--- config.mk ---
export PLATFORM = sky130hd
export DESIGN_NAME = utf8_name_validator
export DESIGN_NICKNAME = d
export VERILOG_FILES = /design/src/design/utfv_pkg.sv /design/src/design/utfv_core.sv /design/src/design/utf8_name_validator.sv
export SDC_FILE = /design/constraint.sdc
export NUM_CORES = 1
export LEC_CHECK = 0
export BUFFER_PORTS_ARGS = -buffer_cell sky130_fd_sc_hd__buf_2
export CORE_MARGIN = 5
export CORE_UTILIZATION = 39
export CTS_CLUSTER_SIZE = 28
export DETAILED_ROUTE_END_ITERATION = 12
export PLACE_DENSITY_LB_ADDON = 0.08
export REMOVE_ABC_BUFFERS = 1
export SYNTH_ARGS = -nofsm -noshare
export SYNTH_HDL_FRONTEND = slang
export SYNTH_SLANG_ARGS = --single-unit
--- constraint.sdc ---
create_clock -name clk -period 3.8 [get_ports clk]
set_input_delay 0.19 -clock clk [delete_from_list [all_inputs] [get_ports clk]]
set_output_delay 0.19 -clock clk [all_outputs]
set_load 0.1 [all_outputs]
--- src/design/utfv_pkg.sv ---
// ----------------------------------------------------------------------------
// utfv_pkg
// Types and constants shared by the UTF-8 name validator.
// ----------------------------------------------------------------------------
package utfv_pkg;

    localparam int CP_W    = 21;
    localparam int LEN_W   = 8;
    localparam int BYTE_W  = 8;
    localparam int CFG_W   = 21;
    localparam int CFG_IDX_W = 2;

    localparam logic [CP_W-1:0] CP_MAX      = 21'h10FFFF;
    localparam logic [CP_W-1:0] CP_SURR_LO  = 21'h00D800;
    localparam logic [CP_W-1:0] CP_SURR_HI  = 21'h00DFFF;
    localparam logic [CP_W-1:0] CP_MIN_2B   = 21'h000080;
    localparam logic [CP_W-1:0] CP_MIN_3B   = 21'h000800;
    localparam logic [CP_W-1:0] CP_MIN_4B   = 21'h010000;
    localparam logic [CP_W-1:0] CP_USCORE   = 21'h00005F;

    localparam logic [LEN_W-1:0] COUNT_MAX  = 8'hFF;

    typedef enum logic [3:0] {
        ST_OK       = 4'd0,
        ST_EMPTY    = 4'd1,
        ST_BAD_UTF8 = 4'd2,
        ST_BAD_CHAR = 4'd3,
        ST_LEAD_US  = 4'd4,
        ST_TWO_US   = 4'd5,
        ST_SHORT    = 4'd6,
        ST_LONG     = 4'd7,
        ST_TRAIL_US = 4'd8
    } status_t;

    typedef enum logic {
        OP_BYTE = 1'b0,
        OP_END  = 1'b1
    } op_t;

    typedef enum logic [CFG_IDX_W-1:0] {
        CFG_MIN_LENGTH = 2'd0,
        CFG_MAX_LENGTH = 2'd1,
        CFG_EXTRA_LOW  = 2'd2,
        CFG_EXTRA_HIGH = 2'd3
    } cfg_idx_t;

    typedef struct packed {
        logic [LEN_W-1:0] min_length;
        logic [LEN_W-1:0] max_length;
        logic [CP_W-1:0]  extra_low;
        logic [CP_W-1:0]  extra_high;
    } cfg_t;

    typedef struct packed {
        logic              en;
        op_t               op;
        logic [BYTE_W-1:0] byte_value;
    } step_t;

endpackage

--- src/design/utfv_core.sv ---
// ----------------------------------------------------------------------------
// utfv_core
// Per-name decode state: UTF-8 sequence tracking, character checks,
// underscore rules, first error latch and the end-of-name status.
// ----------------------------------------------------------------------------
module utfv_core
    import utfv_pkg::*;
(
    input  logic              clk,
    input  logic              rst_n,
    input  step_t             step,
    input  cfg_t              cfg,
    output status_t           status,
    output logic [LEN_W-1:0]  char_count
);

    logic [CP_W-1:0]  partial_reg, partial_next;
    logic [1:0]       expect_reg, expect_next;
    logic [1:0]       seq_reg, seq_next;
    logic [LEN_W-1:0] count_reg, count_next;
    logic             us_seen_reg, us_seen_next;
    logic             prev_us_reg, prev_us_next;
    status_t          err_reg, err_next;
    logic             byte_seen_reg, byte_seen_next;

    logic [CP_W-1:0]  shifted;
    logic [CP_W-1:0]  cp;
    logic             take;
    logic             seq_bad;
    logic             allowed;
    logic [LEN_W-1:0] count_inc;

    assign shifted = {partial_reg[CP_W-7:0], step.byte_value[5:0]};
    assign cp      = (expect_reg == 2'd0) ? {13'd0, step.byte_value} : shifted;

    assign seq_bad = (seq_reg == 2'd1 && shifted < CP_MIN_2B)
                  || (seq_reg == 2'd2 && shifted < CP_MIN_3B)
                  || (seq_reg == 2'd3 && shifted < CP_MIN_4B)
                  || (shifted > CP_MAX)
                  || (shifted >= CP_SURR_LO && shifted <= CP_SURR_HI);

    assign allowed = (cp >= 21'h41 && cp <= 21'h5A)
                  || (cp >= 21'h61 && cp <= 21'h7A)
                  || (cp >= 21'h30 && cp <= 21'h39)
                  || (cp == CP_USCORE)
                  || (cp >= cfg.extra_low && cp <= cfg.extra_high);

    assign count_inc = (count_reg == COUNT_MAX) ? count_reg : count_reg + 8'd1;

    always_comb
    begin
        partial_next   = partial_reg;
        expect_next    = expect_reg;
        seq_next       = seq_reg;
        count_next     = count_reg;
        us_seen_next   = us_seen_reg;
        prev_us_next   = prev_us_reg;
        err_next       = err_reg;
        byte_seen_next = byte_seen_reg;
        take           = 1'b0;

        if (step.en)
        begin
            if (step.op == OP_END)
            begin
                partial_next   = '0;
                expect_next    = '0;
                seq_next       = '0;
                count_next     = '0;
                us_seen_next   = 1'b0;
                prev_us_next   = 1'b0;
                err_next       = ST_OK;
                byte_seen_next = 1'b0;
            end
            else
            begin
                byte_seen_next = 1'b1;
                if (err_reg == ST_OK)
                begin
                    if (expect_reg == 2'd0)
                    begin
                        // lead byte
                        if (!step.byte_value[7])
                            take = 1'b1;
                        else if (step.byte_value >= 8'hC2 && step.byte_value <= 8'hDF)
                        begin
                            partial_next = {16'd0, step.byte_value[4:0]};
                            expect_next  = 2'd1;
                            seq_next     = 2'd1;
                        end
                        else if (step.byte_value >= 8'hE0 && step.byte_value <= 8'hEF)
                        begin
                            partial_next = {17'd0, step.byte_value[3:0]};
                            expect_next  = 2'd2;
                            seq_next     = 2'd2;
                        end
                        else if (step.byte_value >= 8'hF0 && step.byte_value <= 8'hF4)
                        begin
                            partial_next = {18'd0, step.byte_value[2:0]};
                            expect_next  = 2'd3;
                            seq_next     = 2'd3;
                        end
                        else
                            err_next = ST_BAD_UTF8;
                    end
                    else if (step.byte_value[7:6] != 2'b10)
                        err_next = ST_BAD_UTF8;
                    else
                    begin
                        expect_next = expect_reg - 2'd1;
                        if (expect_reg != 2'd1)
                            partial_next = shifted;
                        else
                        begin
                            partial_next = '0;
                            seq_next     = '0;
                            if (seq_bad)
                                err_next = ST_BAD_UTF8;
                            else
                                take = 1'b1;
                        end
                    end
                end
            end
        end

        // complete code point: count, then character and underscore rules
        if (take)
        begin
            count_next = count_inc;
            if (!allowed)
                err_next = ST_BAD_CHAR;
            else if (cp == CP_USCORE)
            begin
                if (count_inc == 8'd1)
                    err_next = ST_LEAD_US;
                else if (us_seen_reg)
                    err_next = ST_TWO_US;
                else
                begin
                    us_seen_next = 1'b1;
                    prev_us_next = 1'b1;
                end
            end
            else
                prev_us_next = 1'b0;
        end
    end

    always_ff @(posedge clk or negedge rst_n)
    begin
        if (!rst_n)
        begin
            partial_reg   <= '0;
            expect_reg    <= '0;
            seq_reg       <= '0;
            count_reg     <= '0;
            us_seen_reg   <= 1'b0;
            prev_us_reg   <= 1'b0;
            err_reg       <= ST_OK;
            byte_seen_reg <= 1'b0;
        end
        else
        begin
            partial_reg   <= partial_next;
            expect_reg    <= expect_next;
            seq_reg       <= seq_next;
            count_reg     <= count_next;
            us_seen_reg   <= us_seen_next;
            prev_us_reg   <= prev_us_next;
            err_reg       <= err_next;
            byte_seen_reg <= byte_seen_next;
        end
    end

    always_comb
    begin
        if (!byte_seen_reg)
            status = ST_EMPTY;
        else if (err_reg != ST_OK)
            status = err_reg;
        else if (expect_reg != 2'd0)
            status = ST_BAD_UTF8;      // truncated tail
        else if (count_reg < cfg.min_length)
            status = ST_SHORT;
        else if (count_reg > cfg.max_length)
            status = ST_LONG;
        else if (prev_us_reg)
            status = ST_TRAIL_US;
        else
            status = ST_OK;
    end

    assign char_count = count_reg;

endmodule

--- src/design/utf8_name_validator.sv ---
// ----------------------------------------------------------------------------
// utf8_name_validator
// Strict UTF-8 decoder and name checker with one status per name.
// ----------------------------------------------------------------------------
// Input stream s_axis: one transfer per byte of a name (tuser = 0, byte in
// tdata), then one end marker (tuser = 1, tdata ignored).
// Output stream m_axis: one transfer per end marker carrying the status and
// the code point count (saturating at 255). Byte transfers give no output.
// Throughput: one input transfer per cycle, set by the single decode step
// between the input register and the name state registers, unless an end
// marker is held by a full, stalled output register. An end marker is
// accepted into the input register and its result is then registered in
// the output register, from which it shows on m_axis.
// If the receiver stalls, the result waits in the output register; bytes
// keep flowing, and a further end marker waits in the input register until
// the output register frees up.
// Reset clears both valid flags and the name state and loads the default
// limits (3..32 code points, extra range 0x400..0x52F).
// cfg_we/cfg_index/cfg_data write a limit register; write only when idle.
// ----------------------------------------------------------------------------
module utf8_name_validator
    import utfv_pkg::*;
(
    input  logic                 clk,
    input  logic                 rst_n,

    input  logic                 s_axis_tvalid,
    output logic                 s_axis_tready,
    input  logic [7:0]           s_axis_tdata,   // [7:0] byte_value
    input  logic                 s_axis_tuser,   // [0] operation

    output logic                 m_axis_tvalid,
    input  logic                 m_axis_tready,
    output logic [15:0]          m_axis_tdata,   // [3:0] status, [11:4] char_count

    input  logic                 cfg_we,
    input  logic [CFG_IDX_W-1:0] cfg_index,
    input  logic [CFG_W-1:0]     cfg_data
);

    cfg_t              cfg_reg;

    logic              in_valid_reg;
    op_t               in_op_reg;
    logic [BYTE_W-1:0] in_byte_reg;

    logic              out_valid_reg;
    status_t           out_status_reg;
    logic [LEN_W-1:0]  out_count_reg;

    logic              advance;
    step_t             step;
    status_t           status;
    logic [LEN_W-1:0]  char_count;

    // a byte never needs the output side; an end marker needs a free slot
    assign advance = in_valid_reg
                  && (in_op_reg == OP_BYTE || !out_valid_reg || m_axis_tready);
    assign s_axis_tready = !in_valid_reg || advance;

    assign step.en         = advance;
    assign step.op         = in_op_reg;
    assign step.byte_value = in_byte_reg;

    utfv_core u_core
    (
        .clk        (clk),
        .rst_n      (rst_n),
        .step       (step),
        .cfg        (cfg_reg),
        .status     (status),
        .char_count (char_count)
    );

    always_ff @(posedge clk or negedge rst_n)
    begin
        if (!rst_n)
        begin
            cfg_reg.min_length <= 8'd3;
            cfg_reg.max_length <= 8'd32;
            cfg_reg.extra_low  <= 21'h000400;
            cfg_reg.extra_high <= 21'h00052F;
        end
        else if (cfg_we)
        begin
            unique case (cfg_idx_t'(cfg_index))
                CFG_MIN_LENGTH: cfg_reg.min_length <= cfg_data[LEN_W-1:0];
                CFG_MAX_LENGTH: cfg_reg.max_length <= cfg_data[LEN_W-1:0];
                CFG_EXTRA_LOW:  cfg_reg.extra_low  <= cfg_data[CP_W-1:0];
                CFG_EXTRA_HIGH: cfg_reg.extra_high <= cfg_data[CP_W-1:0];
                default: ;
            endcase
        end
    end

    always_ff @(posedge clk or negedge rst_n)
    begin
        if (!rst_n)
            in_valid_reg <= 1'b0;
        else if (s_axis_tready)
            in_valid_reg <= s_axis_tvalid;
    end

    always_ff @(posedge clk)
    begin
        if (s_axis_tready && s_axis_tvalid)
        begin
            in_op_reg   <= op_t'(s_axis_tuser);
            in_byte_reg <= s_axis_tdata;
        end
    end

    always_ff @(posedge clk or negedge rst_n)
    begin
        if (!rst_n)
            out_valid_reg <= 1'b0;
        else if (advance && in_op_reg == OP_END)
            out_valid_reg <= 1'b1;
        else if (m_axis_tready)
            out_valid_reg <= 1'b0;
    end

    always_ff @(posedge clk)
    begin
        if (advance && in_op_reg == OP_END)
        begin
            out_status_reg <= status;
            out_count_reg  <= char_count;
        end
    end

    assign m_axis_tvalid = out_valid_reg;
    assign m_axis_tdata  = {4'd0, out_count_reg, out_status_reg};

endmodule

==> results by stage <==
Outcome:
- The flow ran to the end, and the final reports show no timing, DRC or antenna violations.

Layout:
- At the end of the flow, the number of nets in the layout was approximately 800.
- The antenna cell count is 0.
- The most common cell after layout, fill and taps aside is sky130_fd_sc_hd__dfrtp_1.
- The register with the most flip-flops in the layout has 58 of them.
- The top cell types in the final layout, fill and taps aside, are sky130_fd_sc_hd__dfrtp_1, sky130_fd_sc_hd__nand2_1, sky130_fd_sc_hd__inv_1, sky130_fd_sc_hd__ha_1, sky130_fd_sc_hd__mux2_2.
- The fill cell total of the finished layout is 1565.
- The utilization of the core after routing is 46.4%.
- Cells with a size suffix above 1 make up 20.9% of the layout.
- Relative to the synthesized area, the layout overhead comes to 17.6%.

Synth:
- After synthesis the cells add up to 6490 µm².
- For this run, the register share of the synthesized area comes to ~46%.
- The synthesized flop and latch total is about 120.
- The warning count from the yosys run is 0.
- The cell count after synthesis is 636.
- The synthesized area per cell is between 10 and 15 µm².
- After synthesis, the largest area contributor takes up 32.0% of total cell area.
- Of all cell types, the one taking the most synthesized area is sky130_fd_sc_hd__dfrtp_1.
- Sorting the synthesized cells by area gives the leading types as sky130_fd_sc_hd__dfrtp_1, sky130_fd_sc_hd__ha_1, sky130_fd_sc_hd__edfxtp_1.
- The count of flip-flops with a built-in enable after synthesis is 21.
- The number of distinct library cell variants in the gate-level netlist after synthesis is 60.
- The most used flip-flop cell after synthesis is sky130_fd_sc_hd__dfrtp_1.
- In the synthesized netlist the async set-or-reset flop fraction comes to 81.7%.

CTS:
- At the later pin of the worst-skew pair, clock insertion delay measures 410 ps.
- Counting the buffers created by CTS gives 17.
- Once the clock tree was built, the setup fixing pass inserted 0 buffers.
- Clock-pin slew was measured on the worst setup and hold paths at 60 ps.
- The tree built by TritonCTS fans out to 115 sinks.
- The number of gates resized after cts is 0.
- The clock passes through at most 2 buffers.
- The CTS tree is done.
- The H-tree generated during clock tree synthesis spans 4 levels.
- The post-cts hold buffer count is 11.
- The clock root buffer is sky130_fd_sc_hd__clkbuf_16.

Drt:
- Summing over every cut layer, the via total after detailed routing is 4890.
- The first routing iteration left 201 violations.
- The via density per instance is 5.24.
- After detailed routing, the number of remaining DRC violations is 0.
- Before antenna repair, the detailed router went through 4 iterations.
- The routed design has 15100 µm of wire.
- Once detail routing completed, the nets flagged for antenna violations numbered 0.
- The final routed wire length divided by cell count is 16.2 µm.

Place:
- The wire-length estimate of the detail-placed layout is roughly 11000 µm.
- Routability-driven placement finished with a final weighted congestion of 0.822.
- The count of port buffers added during placement is 50.
- The worst setup slack after placement is 347 ps.

Global route:
- The first global-routing pass estimated 25300 µm of wire.
- The total congestion overflow after global routing is 0.
- The overall global routing resource usage is 16.2%.
- The via count of the first global-routing pass is 4990.
- The largest net degree at the start of global routing is 64.
- The number of antenna violations at the first check in global routing is 0.

Worst setup path:
- The worst reg2reg path startpoint is u_core.expect_reg[1]$_DFFE_PN0P_.
- The endpoint kind of the worst setup timing path is a flop.
- The nature of the critical path startpoint is a flop.
- The largest driver fanout on the critical path is 21.
- At the worst endpoint, the required time is approximately 4100 ps.
- The critical path is of the reg -> reg type.
- The largest single stage delay on the critical path is 570 ps.
- The cell that appears most often on the critical path is sky130_fd_sc_hd__a21oi_1.
- The endpoint identified for the worst register-to-register timing path is u_core.err_reg[1]$_DFF_PN0_.
- The number of buffers and inverters on the critical path is 0.
- The critical path goes through or2_1 > and2_1 > ha_1 > a21oi_1 > o21a_1 > o211ai_1 > a2111oi_0 > a21oi_1 > o221ai_1 > o32ai_1.
- The number of cells traversed by the worst register-to-register path is 10.
- Setup slack on the worst reg-to-reg path comes out at 310 ps.
- Grouping stages by cell kind, the critical path spends the most delay in compound AO/OA/AOI/OAI gates.
- The standard cell with the maximum stage delay on the critical path is sky130_fd_sc_hd__a2111oi_0.
- STA puts the critical path data arrival time at 3750 ps.

Hold path:
- For hold timing, the worst endpoint is cfg_reg[17]$_DFFE_PN0P_.
- The beginning of the worst hold path is cfg_data[17].
- In this run the worst hold path is classified as in -> reg.
- The cell count of the worst hold path is 2.

STA:
- The setup clock skew after layout is 9.16 ps.
- Setup violations remaining at the end of the flow were counted as 0.
- The setup TNS is 0 ps.
- The hold violation total from the final report is 0.
- Timing would allow up to approximately 290 MHz.
- The worst-margin pin slew is 1140 ps.
- Setup slack closes at 314 ps.
- Setup repair after global routing left no endpoint under its margin.
- The post-layout minimum cycle time is 3490 ps.
- The number of pins with negative max-slew slack in the final report was 0.
- The final cycle utilization of the critical path is 91.7%.
- In this run the tightest slew margin relative to its limit is between 20 and 25%.

Floorplan:
- 55 I/O pins were placed.
- From left edge to right edge, the die measures around 140 µm.
- The region available for standard cell placement spans 16500 µm².
- The number of placement rows is 47.
- The die area is 19300 µm².
- The initial utilization of the core area, before any placement, comes to about two fifths.
- In this run the vertical extent of the chip is 139 µm.

Power and ir drop:
- Summed over all cells, the static leakage comes to about 3.6 nW.
- Summing internal, switching and leakage power gives 4.24 mW.
- For this design the ratio of total power to cell area is roughly 560 nW/µm².
- IR analysis of the VDD net gives a maximum drop of 337 µV.

Flow run:
- Max-cap violations in this run came to 0.
==> cells in the mapped netlist (3+ instances only) <==
library cell,count
sky130_fd_sc_hd__dfrtp_1,83
sky130_fd_sc_hd__nand2_1,74
sky130_fd_sc_hd__inv_1,64
sky130_fd_sc_hd__ha_1,59
sky130_fd_sc_hd__mux2_2,52
sky130_fd_sc_hd__o21ai_0,41
sky130_fd_sc_hd__a21oi_1,25
sky130_fd_sc_hd__nor2_1,23
sky130_fd_sc_hd__edfxtp_1,21
sky130_fd_sc_hd__and2_1,17
sky130_fd_sc_hd__clkbuf_1,17
sky130_fd_sc_hd__dfstp_2,11
sky130_fd_sc_hd__nand3_1,11
sky130_fd_sc_hd__a31oi_1,9
sky130_fd_sc_hd__and3_1,8
sky130_fd_sc_hd__a21o_1,7
sky130_fd_sc_hd__nand3b_1,7
sky130_fd_sc_hd__nand4_1,7
sky130_fd_sc_hd__nor2b_1,7
sky130_fd_sc_hd__nor3_1,7
sky130_fd_sc_hd__nand2b_1,6
sky130_fd_sc_hd__o31ai_1,6
sky130_fd_sc_hd__or4_1,6
sky130_fd_sc_hd__buf_4,4
sky130_fd_sc_hd__o21a_1,4
sky130_fd_sc_hd__o21bai_1,4
sky130_fd_sc_hd__a211oi_1,3
sky130_fd_sc_hd__a22o_1,3
sky130_fd_sc_hd__a311oi_1,3
sky130_fd_sc_hd__and4_1,3
sky130_fd_sc_hd__nor4_1,3
==> routing by layer <==
layer / vias to the layer above / part of all wire (%) / GRT usage [%]
li1: 2385 / - / -
met1: 2390 / 44 / 19.6
met2: 94 / 50 / 28.0
met3: 21 / 3.8 / 3.79
met4: 0 / 1.8 / 5.92
met5: - / 0 / 0
==> worst max-delay path by stage <==
stage                                startpoint                             to  slack (ps)  cells after the start
2_1_floorplan         m_axis_tvalid$_DFFE_PN0P_  u_core.seq_reg[0]$_DFFE_PN0P_         600                      7
3_3_place_gp   u_core.expect_reg[1]$_DFFE_PN0P_    u_core.err_reg[0]$_DFF_PN0_         600                     10
3_5_place_dp   u_core.expect_reg[1]$_DFFE_PN0P_    u_core.err_reg[0]$_DFF_PN0_         350                     10
4_1_cts        u_core.expect_reg[1]$_DFFE_PN0P_    u_core.err_reg[0]$_DFF_PN0_         330                     10
5_1_grt        u_core.expect_reg[1]$_DFFE_PN0P_    u_core.err_reg[1]$_DFF_PN0_          30                     10
6_report       u_core.expect_reg[1]$_DFFE_PN0P_    u_core.err_reg[1]$_DFF_PN0_         310                     10
==> cell families (layout without fill, tap and decap cells) <==
| logic type | after synthesis | in the layout | share of synthesized area, % |
|---|---|---|---|
| AOI/OAI and AO/OA | 125 | 125 | 12.1 |
| DFF | 115 | 115 | 46.2 |
| buffers and inverters | 88 | 162 | 5.34 |
| adders and majority gates | 59 | 59 | 11.4 |
| muxes | 54 | 54 | 9.33 |
| other | 1 | 4 | 0.0578 |
| and+or+nand+nor | 193 | 193 | 15.5 |
| xor gates and xnor gates | 1 | 1 | 0.135 |
==> final cells by class <==
cell class	instances	area (µm²)	share of cell area [%]
timing repair buffer	66	400	5.25
sequential	115	3000	39.3
tap	220	275	3.61
multi-input combinational	436	3160	41.4
clock inverter	4	22.5	0.295
inverter	64	240	3.15
clock buffer	28	537	7.03
==> per-stage QoR <==
stage / cells / area (µm²) / hold WS [ps]
2_1_floorplan: 615 / 6400 / -106
3_3_place_gp: 890 / 6960 / 339
3_5_place_dp: 890 / 6960 / 357
4_1_cts: 933 / 7630 / 12.5
5_1_grt: 933 / 7630 / 16.1
6_report: 933 / 7630 / 26.4
==> where the power goes <==
part | total, mW | switching (mW) | internal, mW
Sequential | 1.65 | 0.171 | 1.48
Clock | 1.49 | 0.539 | 0.952
Combinational | 1.09 | 0.656 | 0.438
Note: power is estimated with default switching activity, not from simulation.
